<file path="config.mk">
export PLATFORM = sky130hd
export DESIGN_NAME = julian_day_to_calendar_flat
export DESIGN_NICKNAME = d
export VERILOG_FILES = /design/src/rtl/core/jdc_pkg.sv /design/src/rtl/core/jdc_if.sv /design/src/rtl/core/jdc_tod.sv /design/src/rtl/core/julian_day_to_calendar.sv /design/src/flat_wrapper.sv
export SDC_FILE = /design/constraint.sdc
export NUM_CORES = 2
export LEC_CHECK = 0
export ABC_CLOCK_PERIOD_IN_PS = 24000
export BUFFER_PORTS_ARGS = -buffer_cell sky130_fd_sc_hd__buf_4
export CAP_MARGIN = 0
export CORE_AREA = 8 8 336 338
export DETAILED_ROUTE_END_ITERATION = 8
export DIE_AREA = 0 0 344 346
export PLACE_DENSITY_LB_ADDON = 0.08
export SETUP_SLACK_MARGIN = 0.1
export SLEW_MARGIN = 40
export SYNTH_ARGS = -nofsm -noshare
export SYNTH_HDL_FRONTEND = slang
export SYNTH_SLANG_ARGS = --single-unit
</file>
<file path="constraint.sdc">
create_clock -name clk -period 24 [get_ports clk]
set_clock_uncertainty 0.05 [all_clocks]
set_input_delay 1.2 -clock clk [delete_from_list [all_inputs] [get_ports clk]]
set_output_delay 1.2 -clock clk [all_outputs]
set_load 0.03 [all_outputs]
</file>
<file path="src/rtl/core/jdc_pkg.sv">
// Shared types and constants for the Julian day to calendar converter.
// Depends on nothing; every other file of the block imports it.

package jdc_pkg;

	// Input field widths
	localparam int DAY_BITS  = 25;
	localparam int FRAC_BITS = 32;

	// Output field widths
	localparam int YEAR_W   = 17;
	localparam int MONTH_W  = 4;
	localparam int MDAY_W   = 5;
	localparam int WDAY_W   = 3;
	localparam int HOUR_W   = 5;
	localparam int MINUTE_W = 6;
	localparam int SEC_W    = 22;
	localparam int SEC_FRAC = 16;

	// Calendar constants
	localparam int EPOCH_OFFSET  = 32045;
	localparam int DAYS_400Y     = 146097;
	localparam int DAYS_4Y       = 1461;
	localparam int DAYS_5M       = 153;
	localparam int YEAR_SHIFT    = 4800;
	localparam int CENTURY_YEARS = 100;
	localparam int WEEK_DAYS     = 7;

	// Time of day constants
	localparam int HOURS   = 24;
	localparam int MINUTES = 60;
	localparam int SEC_MAX = MINUTES * (2 ** SEC_FRAC) - 1;

	typedef logic signed [DAY_BITS-1:0] day_num_t;
	typedef logic [FRAC_BITS-1:0]       day_frac_t;
	typedef logic signed [YEAR_W-1:0]   year_t;
	typedef logic [MONTH_W-1:0]         month_t;
	typedef logic [MDAY_W-1:0]          mday_t;
	typedef logic [WDAY_W-1:0]          wday_t;
	typedef logic [HOUR_W-1:0]          hour_t;
	typedef logic [MINUTE_W-1:0]        minute_t;
	typedef logic [SEC_W-1:0]           sec_t;

	typedef struct packed {
		hour_t   hour;
		minute_t minute;
		sec_t    seconds_fixed;
	} tod_t;

endpackage

</file>
<file path="src/rtl/core/jdc_if.sv">
// Request and response channels of the Julian day to calendar converter.
// Depends on jdc_pkg for the payload types.

interface jdc_req_if;
	import jdc_pkg::*;

	logic      valid;
	logic      ready;
	day_num_t  day_number;
	day_frac_t day_fraction;

	modport source (output valid, output day_number, output day_fraction, input ready);
	modport sink   (input valid, input day_number, input day_fraction, output ready);
endinterface

interface jdc_rsp_if;
	import jdc_pkg::*;

	logic    valid;
	logic    ready;
	year_t   year;
	month_t  month;
	mday_t   day_of_month;
	wday_t   weekday;
	hour_t   hour;
	minute_t minute;
	sec_t    seconds_fixed;

	modport source (output valid, output year, output month, output day_of_month,
		output weekday, output hour, output minute, output seconds_fixed, input ready);
	modport sink   (input valid, input year, input month, input day_of_month,
		input weekday, input hour, input minute, input seconds_fixed, output ready);
endinterface

</file>
<file path="src/rtl/core/jdc_tod.sv">
// Three-stage splitter of a day fraction into hour, minute and seconds.
// Depends on jdc_pkg; advanced by the top level's pipeline enable.

module jdc_tod (
	input  logic               clk,
	input  logic               en,
	input  jdc_pkg::day_frac_t frac,
	output jdc_pkg::tod_t      tod
);
	import jdc_pkg::*;

	localparam int P24_W = FRAC_BITS + HOUR_W;
	localparam int P60_W = FRAC_BITS + MINUTE_W;

	logic [P24_W-1:0]     p24;
	logic [P60_W-1:0]     pmin;
	logic [P60_W-1:0]     psec;
	hour_t                hour_s1, hour_s2, hour_s3;
	minute_t              minute_s2, minute_s3;
	logic [FRAC_BITS-1:0] rem_s1, rem_s2;
	sec_t                 sec_s3;

	// Scale by 24, 60 and 60; the integer part peels off at each step
	assign p24  = P24_W'(frac) * P24_W'(HOURS);
	assign pmin = P60_W'(rem_s1) * P60_W'(MINUTES);
	assign psec = P60_W'(rem_s2) * P60_W'(MINUTES);

	always_ff @(posedge clk) begin
		if (en) begin
			hour_s1   <= p24[FRAC_BITS +: HOUR_W];
			rem_s1    <= p24[FRAC_BITS-1:0];
			hour_s2   <= hour_s1;
			minute_s2 <= pmin[FRAC_BITS +: MINUTE_W];
			rem_s2    <= pmin[FRAC_BITS-1:0];
			hour_s3   <= hour_s2;
			minute_s3 <= minute_s2;
			// keep 16 fraction bits of the seconds, truncating the rest
			sec_s3    <= psec[FRAC_BITS-SEC_FRAC +: SEC_W];
		end
	end

	assign tod = '{hour: hour_s3, minute: minute_s3, seconds_fixed: sec_s3};

endmodule

</file>
<file path="src/rtl/core/julian_day_to_calendar.sv">
// Julian day number to proleptic Gregorian date, weekday and time of day.
// Depends on jdc_pkg, jdc_req_if / jdc_rsp_if and jdc_tod.
//
// One request per clock cycle is taken unless the output stalls. The pipeline
// is the chain of divisions by calendar constants (400-year cycle, 4-year
// cycle, 5-month block, day), each done as a reciprocal multiply followed by
// a remainder step, one register stage apiece. The whole pipeline holds while
// the output register carries a result that is not taken, so ready falls only
// under a stall of the response side. Day numbers of zero or below give an
// all-zero result.

module julian_day_to_calendar (
	input  logic             clk,
	input  logic             arst_n,
	jdc_req_if.sink          req,
	jdc_rsp_if.source        rsp
);
	import jdc_pkg::*;

	localparam int NSTAGE  = 12;
	localparam int T1W     = DAY_BITS + 2;
	localparam int Q1W     = T1W - 17;
	localparam int R1W     = 18;
	localparam int R1RAW_W = 19;
	localparam int C100W   = Q1W + 7;
	localparam int YCW     = (Q1W + 9 > YEAR_W) ? Q1W + 9 : YEAR_W;
	localparam int M7W     = DAY_BITS - 2;
	localparam int WRW     = 4;

	// Reciprocals: floor ones are followed by a correction step, the
	// rounded-up ones are exact over the ranges they see
	localparam logic [Q1W-1:0] M1 = Q1W'((64'd1 << T1W) / DAYS_400Y);
	localparam logic [M7W-1:0] M7 = M7W'((64'd1 << DAY_BITS) / WEEK_DAYS);
	localparam int             K2 = 28;
	localparam logic [17:0]    M2 = 18'(((64'd1 << K2) + DAYS_4Y - 1) / DAYS_4Y);
	localparam int             K3 = 18;
	localparam logic [10:0]    M3 = 11'(((64'd1 << K3) + DAYS_5M - 1) / DAYS_5M);
	localparam int             K5 = 10;
	localparam logic [7:0]     M5 = 8'(((64'd1 << K5) + 4) / 5);
	localparam int             T1_BIAS     = EPOCH_OFFSET * 4 - 1;
	localparam int             MONTH_WRAP  = 10;
	localparam int             MARCH_FIRST = 3;

	typedef struct packed {
		logic  pos;
		wday_t weekday;
		tod_t  tod;
	} side_t;

	logic              en;
	logic [NSTAGE-1:0] vld_q;

	logic [DAY_BITS-2:0] mag;
	logic                pos_n;
	tod_t                tod_s3;

	logic                 pos_s1, pos_s2, pos_s3;
	logic [T1W-1:0]       t1_s1, t1_s2, t1_s3;
	logic [DAY_BITS-1:0]  wx_s1, wx_s2;
	logic [Q1W-1:0]       qe1_s2, qe1_s3, qe1_s4;
	logic [M7W-1:0]       wq_s2;
	logic [T1W-1:0]       prod1_s3;
	logic [WRW-1:0]       wr_s3;
	logic [R1RAW_W-1:0]   r1raw_s4;
	logic [Q1W-1:0]       century_s5;
	logic [R1W-1:0]       r1_s5;
	logic [6:0]           q2_s6;
	logic [R1W-1:0]       t2_s6;
	logic [C100W-1:0]     c100_s6, yb_s7, yb_s8, yb_s9, yb_s10;
	logic [10:0]          r2_s7, t3_s8, t3_s9;
	logic [3:0]           q3_s9, q3_s10;
	logic [7:0]           r3_s10;
	mday_t                day_s11;
	month_t               month_s11;
	logic signed [YCW-1:0] yr_s11;
	side_t                side_s4, side_s5, side_s6, side_s7, side_s8;
	side_t                side_s9, side_s10, side_s11;

	year_t   year_s12;
	month_t  month_s12;
	mday_t   mday_s12;
	wday_t   wday_s12;
	tod_t    tod_s12;

	logic [T1W+Q1W-1:0]      p1;
	logic [DAY_BITS+M7W-1:0] pw;
	logic [DAY_BITS-1:0]     wr_full;
	logic [T1W-1:0]          r1_full;
	logic [R1W-1:0]          t2_n;
	logic [35:0]             p2;
	logic [R1W-1:0]          r2_full;
	logic [21:0]             p3;
	logic [10:0]             r3_full;
	logic [15:0]             p5;
	logic                    late;
	logic signed [YCW-1:0]   yr_n;
	logic signed [YCW-1:0]   yr_adj;

	// Advance the whole pipe unless the output holds an untaken result
	assign en        = !vld_q[NSTAGE-1] || rsp.ready;
	assign req.ready = en;

	always_ff @(posedge clk or negedge arst_n) begin
		if (!arst_n) begin
			vld_q <= '0;
		end else if (en) begin
			vld_q <= {vld_q[NSTAGE-2:0], req.valid};
		end
	end

	// Time of day runs in its own three stages, aligned with stage 3
	jdc_tod u_tod (
		.clk  (clk),
		.en   (en),
		.frac (req.day_fraction),
		.tod  (tod_s3)
	);

	// Stage 1: bias the day number into the 400-year frame
	assign mag   = req.day_number[DAY_BITS-2:0];
	assign pos_n = !req.day_number[DAY_BITS-1] && (mag != '0);

	// Stage 2: reciprocal estimates of the century and of the week count
	assign p1 = (T1W+Q1W)'(t1_s1) * (T1W+Q1W)'(M1);
	assign pw = (DAY_BITS+M7W)'(wx_s1) * (DAY_BITS+M7W)'(M7);

	// Stage 3: multiply back; weekday remainder still off by at most one week
	assign wr_full = wx_s2 - DAY_BITS'(wq_s2) * DAY_BITS'(WEEK_DAYS);

	// Stage 4: raw 400-year remainder, below 2 * DAYS_400Y
	assign r1_full = t1_s3 - prod1_s3;

	// Stage 6: year within the century, exact reciprocal
	assign t2_n = {r1_s5[R1W-1:2], 2'b11};
	assign p2   = 36'(t2_n) * 36'(M2);

	// Stage 7: remainder in the 4-year cycle
	assign r2_full = t2_s6 - R1W'(q2_s6) * R1W'(DAYS_4Y);

	// Stage 9: month counted from March
	assign p3 = 22'(t3_s8) * 22'(M3);

	// Stage 10: remainder within the 5-month block
	assign r3_full = t3_s9 - 11'(q3_s9) * 11'(DAYS_5M);

	// Stage 11: day of month, calendar month and year before the BC step
	assign p5   = 16'(r3_s10) * 16'(M5);
	assign late = (q3_s10 >= 4'(MONTH_WRAP));
	assign yr_n = $signed(YCW'(yb_s10)) + $signed(YCW'(late)) - $signed(YCW'(YEAR_SHIFT));

	// Stage 12: drop year zero for BC years
	assign yr_adj = (yr_s11[YCW-1] || (yr_s11 == '0)) ? yr_s11 - YCW'(1) : yr_s11;

	always_ff @(posedge clk) begin
		if (en) begin
			// stage 1
			pos_s1 <= pos_n;
			t1_s1  <= T1W'({mag, 2'b00}) + T1W'(T1_BIAS);
			wx_s1  <= DAY_BITS'(mag) + DAY_BITS'(1);
			// stage 2
			pos_s2 <= pos_s1;
			t1_s2  <= t1_s1;
			qe1_s2 <= p1[T1W +: Q1W];
			wx_s2  <= wx_s1;
			wq_s2  <= pw[DAY_BITS +: M7W];
			// stage 3
			pos_s3   <= pos_s2;
			t1_s3    <= t1_s2;
			qe1_s3   <= qe1_s2;
			prod1_s3 <= T1W'(qe1_s2) * T1W'(DAYS_400Y);
			wr_s3    <= wr_full[WRW-1:0];
			// stage 4
			qe1_s4           <= qe1_s3;
			r1raw_s4         <= r1_full[R1RAW_W-1:0];
			side_s4.pos      <= pos_s3;
			side_s4.weekday  <= (wr_s3 >= WRW'(WEEK_DAYS)) ?
				WDAY_W'(wr_s3 - WRW'(WEEK_DAYS)) : WDAY_W'(wr_s3);
			side_s4.tod      <= tod_s3;
			// stage 5: fix the century estimate
			if (r1raw_s4 >= R1RAW_W'(DAYS_400Y)) begin
				century_s5 <= qe1_s4 + Q1W'(1);
				r1_s5      <= R1W'(r1raw_s4 - R1RAW_W'(DAYS_400Y));
			end else begin
				century_s5 <= qe1_s4;
				r1_s5      <= R1W'(r1raw_s4);
			end
			side_s5 <= side_s4;
			// stage 6
			q2_s6   <= p2[K2 +: 7];
			t2_s6   <= t2_n;
			c100_s6 <= C100W'(century_s5) * C100W'(CENTURY_YEARS);
			side_s6 <= side_s5;
			// stage 7
			r2_s7   <= r2_full[10:0];
			yb_s7   <= c100_s6 + C100W'(q2_s6);
			side_s7 <= side_s6;
			// stage 8: five times the day of year, less three
			t3_s8   <= 11'(r2_s7[10:2]) * 11'(5) + 11'(2);
			yb_s8   <= yb_s7;
			side_s8 <= side_s7;
			// stage 9
			q3_s9   <= p3[K3 +: 4];
			t3_s9   <= t3_s8;
			yb_s9   <= yb_s8;
			side_s9 <= side_s8;
			// stage 10
			r3_s10   <= r3_full[7:0];
			q3_s10   <= q3_s9;
			yb_s10   <= yb_s9;
			side_s10 <= side_s9;
			// stage 11
			day_s11   <= MDAY_W'(p5[K5 +: MDAY_W]) + MDAY_W'(1);
			month_s11 <= late ? q3_s10 - 4'(MONTH_WRAP - 1) : q3_s10 + 4'(MARCH_FIRST);
			yr_s11    <= yr_n;
			side_s11  <= side_s10;
			// stage 12: output register, zero the result for a day number
			// that is not positive
			if (side_s11.pos) begin
				year_s12  <= yr_adj[YEAR_W-1:0];
				month_s12 <= month_s11;
				mday_s12  <= day_s11;
				wday_s12  <= side_s11.weekday;
				tod_s12   <= side_s11.tod;
			end else begin
				year_s12  <= '0;
				month_s12 <= '0;
				mday_s12  <= '0;
				wday_s12  <= '0;
				tod_s12   <= '0;
			end
		end
	end

	assign rsp.valid         = vld_q[NSTAGE-1];
	assign rsp.year          = year_s12;
	assign rsp.month         = month_s12;
	assign rsp.day_of_month  = mday_s12;
	assign rsp.weekday       = wday_s12;
	assign rsp.hour          = tod_s12.hour;
	assign rsp.minute        = tod_s12.minute;
	assign rsp.seconds_fixed = tod_s12.seconds_fixed;

	// A zero month marks a rejected day number, and then all else is zero
	a_zero_result: assert property (@(posedge clk) disable iff (!arst_n)
		rsp.valid && (rsp.month == '0) |-> (rsp.year == '0) && (rsp.day_of_month == '0)
		&& (rsp.weekday == '0) && (rsp.hour == '0) && (rsp.minute == '0)
		&& (rsp.seconds_fixed == '0))
		else $error("rejected day number gave a non-zero field");

	// Valid results stay within calendar and clock ranges
	a_ranges: assert property (@(posedge clk) disable iff (!arst_n)
		rsp.valid && (rsp.month != '0) |-> (rsp.month <= 4'd12)
		&& (rsp.day_of_month != '0) && (rsp.weekday < WDAY_W'(WEEK_DAYS))
		&& (rsp.hour < HOUR_W'(HOURS)) && (rsp.minute < MINUTE_W'(MINUTES))
		&& (rsp.seconds_fixed <= SEC_W'(SEC_MAX)))
		else $error("result field out of range");

	// Century correction leaves a proper remainder
	a_century_rem: assert property (@(posedge clk) disable iff (!arst_n)
		vld_q[4] |-> (r1_s5 < R1W'(DAYS_400Y)))
		else $error("400-year remainder not reduced");

	// Month estimate and its remainder agree
	a_month_rem: assert property (@(posedge clk) disable iff (!arst_n)
		vld_q[9] |-> (r3_s10 < 8'(DAYS_5M)) && (q3_s10 <= 4'd11))
		else $error("month split out of range");

	// A stalled result holds off new requests
	a_stall: assert property (@(posedge clk) disable iff (!arst_n)
		rsp.valid && !rsp.ready |-> !req.ready)
		else $error("request taken while output stalled");

endmodule

</file>
<file path="src/flat_wrapper.sv">
// flat-port wrapper written by rule: the top's interface ports become plain ports
module julian_day_to_calendar_flat import jdc_pkg::*;
  (clk, arst_n, req_valid, req_day_number, req_day_fraction, req_ready, rsp_valid, rsp_year, rsp_month, rsp_day_of_month, rsp_weekday, rsp_hour, rsp_minute, rsp_seconds_fixed, rsp_ready);
  jdc_req_if req_i ();
  jdc_rsp_if rsp_i ();
  input  logic clk;
  input  logic arst_n;
  input wire logic [$bits(req_i.valid)-1:0] req_valid;
  input wire logic [$bits(req_i.day_number)-1:0] req_day_number;
  input wire logic [$bits(req_i.day_fraction)-1:0] req_day_fraction;
  output wire logic [$bits(req_i.ready)-1:0] req_ready;
  output wire logic [$bits(rsp_i.valid)-1:0] rsp_valid;
  output wire logic [$bits(rsp_i.year)-1:0] rsp_year;
  output wire logic [$bits(rsp_i.month)-1:0] rsp_month;
  output wire logic [$bits(rsp_i.day_of_month)-1:0] rsp_day_of_month;
  output wire logic [$bits(rsp_i.weekday)-1:0] rsp_weekday;
  output wire logic [$bits(rsp_i.hour)-1:0] rsp_hour;
  output wire logic [$bits(rsp_i.minute)-1:0] rsp_minute;
  output wire logic [$bits(rsp_i.seconds_fixed)-1:0] rsp_seconds_fixed;
  input wire logic [$bits(rsp_i.ready)-1:0] rsp_ready;
  assign req_i.valid = req_valid;
  assign req_i.day_number = req_day_number;
  assign req_i.day_fraction = req_day_fraction;
  assign req_ready = req_i.ready;
  assign rsp_valid = rsp_i.valid;
  assign rsp_year = rsp_i.year;
  assign rsp_month = rsp_i.month;
  assign rsp_day_of_month = rsp_i.day_of_month;
  assign rsp_weekday = rsp_i.weekday;
  assign rsp_hour = rsp_i.hour;
  assign rsp_minute = rsp_i.minute;
  assign rsp_seconds_fixed = rsp_i.seconds_fixed;
  assign rsp_i.ready = rsp_ready;
  julian_day_to_calendar u_core (.clk(clk), .arst_n(arst_n), .req(req_i), .rsp(rsp_i));
endmodule
</file>
==> implementation parameters <==
Parameter                              Value

Worst setup path
  Maximum fanout count along the critical path ... 8
  Depth of the worst register-to-register path ... 20
  Critical path start-end classification ... reg -> reg
  Arrival time at the worst endpoint ... 6.70 ns
  Critical Path End Type ... flip-flop
  Worst endpoint required time ... 24.32 ns
  Startpoint type of the worst setup path ... flip-flop

Synth
  Leading cell type by number of instances after synthesis ... sky130_fd_sc_hd__inv_1
  Post-synthesis mux area share ... less than 1%
  Number of standard cells after synthesis ... 4287
  Area share of the leading cell type in the synthesized netlist ... between 40 and 50%
  Xor and xnor fraction of the mapped netlist area ... 5.03%
  Synth area leader ... sky130_fd_sc_hd__edfxtp_1
  Seq/Total Area, Yosys ... 44.3%
  Post-synthesis adder-cell area fraction ... 34.2%
  Synth Area in Compound Gates ... 5.25%
  Nets in the synthesized netlist ... 5588
  Area fraction in and, or, nand and nor cells after synthesis ... 5.06%
  List of most frequent post-synthesis cells ... sky130_fd_sc_hd__inv_1 (832), sky130_fd_sc_hd__edfxtp_1 (823), sky130_fd_sc_hd__ha_1 (735), sky130_fd_sc_hd__fa_1 (505), sky130_fd_sc_hd__xnor2_1 (228)
  Number of enable flip-flop cells after synthesis ... around 800
  Main synth FF type ... sky130_fd_sc_hd__edfxtp_1
  Synth Register Bits ... 835
  Combinational family with the most area after synthesis ... adder cells
  Total of warnings raised by yosys ... 0
  Proportion of synthesized flip-flops having asynchronous set or reset ... 1.44%
  Cells taking the most area after synthesis ... sky130_fd_sc_hd__edfxtp_1 (44%), sky130_fd_sc_hd__fa_1 (18%), sky130_fd_sc_hd__ha_1 (16%), sky130_fd_sc_hd__inv_1 (5.5%), sky130_fd_sc_hd__xnor2_1 (3.5%)
  Distinct cell type count after synthesis ... a little under 80
  Average size of a mapped cell ... ~13 um2
  Synthesized cell area ... 56400 um2

Clocking
  TritonCTS sink count ... 835
  Clock tree from TritonCTS ... built
  Count of buffers added by post-CTS timing repair for setup ... 0
  Resized Gates After CTS ... 0
  Number of buffers created by CTS ... between 80 and 90
  Hold-fix buffer count after cts ... 0
  Maximum clock insertion buffer count ... 3
  Clock-pin slew reported for the worst setup and hold paths after clock tree synthesis ... roughly 0.060 ns
  CTS H-Tree Depth ... 3
  Root Buffer Master ... sky130_fd_sc_hd__clkbuf_16
  Clock latency on the worst-skew pair ... 0.66 ns

Route
  Total number of vias ... between 20000 and 30000
  Post-detailed-routing wire length ... 89700 um
  Residual DRC ... 0
  Number of DRC markers after the initial detailed-route iteration ... roughly 1400
  Routed length per instance ... around 15 um
  Post-DRT Antenna Nets ... 0
  Router iterations before antenna repair ... 5
  Routed vias/inst ... 4.95

Global route
  Grt ovf ... 0
  Most heavily used metal layer in global routing ... met2
  Global-route wire length before repair ... roughly 150000 um
  Via count of the first global-routing pass ... around 31000
  Met1 GRT Util ... 21.8%
  Met3 usage ... 2.09%
  Largest net degree at the start of global routing ... 180
  Global Route Usage Sum ... 15.5%
  Antenna violations before repair ... 0
  GR Util met2 ... 25.3%

Timing
  Final Slew Violations ... 0
  Worst hold margin ... around 0.33 ns
  RSZ-0062 raised after global routing ... false
  Post-route setup TNS ... 0 ns
  Post-layout minimum cycle time ... 6.38 ns
  Fmax ... 157 MHz
  Worst max-slew margin expressed relative to the limit ... 45.7%
  Final cycle utilization of the critical path ... 26.6%
  Final Hold Viols ... 0
  Worst Max-Slew Pin Slew ... 0.808 ns
  # setup viols final ... 0

Flow run
  Count of maximum capacitance violations ... 0

Run status
  Run status ... finished clean

Cells and area
  Synthesis-to-finish area growth ... 10.4%
  Diode count ... 0
  Fill cells ... 8904
  Number of nets in the layout ... 5790
  Share of post-route cells with drive strength above 1 ... 6.79%
  Post-Layout Inst Area ... 62300 um2

Die
  Std-Cell Rows ... roughly 120
  Vertical die dimension ... 346 um
  Core Area ... 108000 um2
  Horizontal die dimension ... 344 um
  Die area ... 119000 um2
  Top-Level Pins ... around 130
  Initial cell density of the core ... 52.3%

Placed design
  Cell Area, Placed ... 59100 um2
  Final weighted congestion in routability-driven placement ... 0.845
  HPWL Detailed ... 70600 um
  Count of port buffers added during placement ... 124

Worst hold path
  Worst Hold Class ... reg -> reg
  Hold depth ... 0
[cell families after synthesis]
group | count (synthesis)
simple gates | 553
xor+xnor | 324
fa+ha+maj | 1241
compound gates | 456
buf+inv | 859
flops | 835
mux | 19
[state kept, by name (all words and copies together) (netlist names), 19 cells and up]
name	flops
u_core.side_s10	37
u_core.side_s11	37
u_core.side_s4	37
u_core.side_s5	37
u_core.side_s6	37
u_core.side_s7	37
u_core.side_s8	37
u_core.side_s9	37
u_core.u_tod.rem_s1	29
u_core.u_tod.rem_s2	27
u_core.t1_s1	25
u_core.wx_s1	25
u_core.rsp.seconds_fixed	22
u_core.u_tod.sec_s3	22
u_core.prod1_s3	19
u_core.r1raw_s4	19
u_core.yr_s11	19
[layout make-up]
cell class / instances / area (um2) / share of cell area [%]
Multi-Input combinational cell: 2593 / 28200 / 45.3
Sequential cell: 835 / 25000 / 40.2
Inverter: 832 / 3120 / 5.02
Clock buffer: 106 / 2290 / 3.68
Tap cell: 1414 / 1770 / 2.84
Timing Repair Buffer: 138 / 1100 / 1.77
Clock inverter: 60 / 776 / 1.25
[worst max-delay path, stage by stage, from the launching register on]
cell and delay [ns]:
sky130_fd_sc_hd__edfxtp_1 0.57, sky130_fd_sc_hd__ha_1 0.37, sky130_fd_sc_hd__fa_1 0.48, sky130_fd_sc_hd__inv_1 0.06, sky130_fd_sc_hd__fa_1 0.53, sky130_fd_sc_hd__inv_1 0.06
sky130_fd_sc_hd__fa_1 0.52, sky130_fd_sc_hd__fa_1 0.55, sky130_fd_sc_hd__inv_1 0.05, sky130_fd_sc_hd__fa_1 0.53, sky130_fd_sc_hd__inv_1 0.04, sky130_fd_sc_hd__ha_1 0.30
sky130_fd_sc_hd__a21o_1 0.19, sky130_fd_sc_hd__a21o_1 0.17, sky130_fd_sc_hd__a211oi_1 0.39, sky130_fd_sc_hd__o221ai_1 0.24, sky130_fd_sc_hd__or3_1 0.33, sky130_fd_sc_hd__o21ai_0 0.24
sky130_fd_sc_hd__a21oi_1 0.14, sky130_fd_sc_hd__a21oi_1 0.19, sky130_fd_sc_hd__xnor2_1 0.10
[path summary, 6_finish.rpt]
| path | to | slack [ns] | start |
|---|---|---|---|
| max | u_core.q2_s6[6]$_DFFE_PP_ | 17.62 | u_core.r1_s5[4]$_DFFE_PP_ |
| min | u_core.yb_s9[3]$_DFFE_PP_ | 0.33 | u_core.yb_s8[3]$_DFFE_PP_ |
| max reg2reg | u_core.q2_s6[6]$_DFFE_PP_ | 17.62 | u_core.r1_s5[4]$_DFFE_PP_ |
| min reg2reg | u_core.yb_s9[3]$_DFFE_PP_ | 0.33 | u_core.yb_s8[3]$_DFFE_PP_ |
| max in group asynchronous | u_core.vld_q[7]$_DFFE_PN0P_ | 23.40 | arst_n |
| min in group asynchronous | u_core.vld_q[11]$_DFFE_PN0P_ | 0.35 | arst_n |
[placed cells by master, fill, tap and decap left out, types with 17 or more instances in the layout]
cell type | Yosys | layout
sky130_fd_sc_hd__nand3_1 | 43 | 43
sky130_fd_sc_hd__o21ai_0 | 79 | 79
sky130_fd_sc_hd__nand2b_1 | 25 | 24
sky130_fd_sc_hd__inv_1 | 832 | 832
sky130_fd_sc_hd__xnor2_1 | 228 | 228
sky130_fd_sc_hd__a21oi_1 | 136 | 136
sky130_fd_sc_hd__nand2_1 | 97 | 97
sky130_fd_sc_hd__a211oi_1 | 18 | 18
sky130_fd_sc_hd__nor2b_1 | 31 | 31
sky130_fd_sc_hd__o21bai_1 | 24 | 24
sky130_fd_sc_hd__buf_4 | 0 | 129
sky130_fd_sc_hd__clkbuf_1 | 22 | 17
sky130_fd_sc_hd__and2_1 | 70 | 70
sky130_fd_sc_hd__nor2_1 | 138 | 138
sky130_fd_sc_hd__clkbuf_16 | 0 | 89
sky130_fd_sc_hd__edfxtp_1 | 823 | 823
sky130_fd_sc_hd__nand4_1 | 30 | 30
sky130_fd_sc_hd__xor2_1 | 96 | 96
sky130_fd_sc_hd__and3_1 | 23 | 23
sky130_fd_sc_hd__ha_1 | 735 | 735
sky130_fd_sc_hd__clkinv_1 | 0 | 17
sky130_fd_sc_hd__nor3_1 | 42 | 42
sky130_fd_sc_hd__a21o_1 | 62 | 62
sky130_fd_sc_hd__o21a_1 | 37 | 37
sky130_fd_sc_hd__fa_1 | 505 | 505
[stage by stage]
step	instances	utilization, %	setup WS [ns]
2_1_floorplan	4287	-	0.436
3_3_place_gp	5810	54.9	17.62
3_5_place_dp	5810	54.9	17.53
4_1_cts	5976	57.7	17.54
5_1_grt	5978	57.8	17.26
6_report	5978	57.8	17.62
[layer usage]
layer / wire length (um) / vias to the layer above
li1: - / 14979
met1: 43500 / 14221
met2: 41700 / 278
met3: 2630 / 107
met4: 1900 / 0
met5: 0 / -
Power is not shown: default switching activity piles up to over one toggle a cycle in this logic, so the estimate is an artifact.
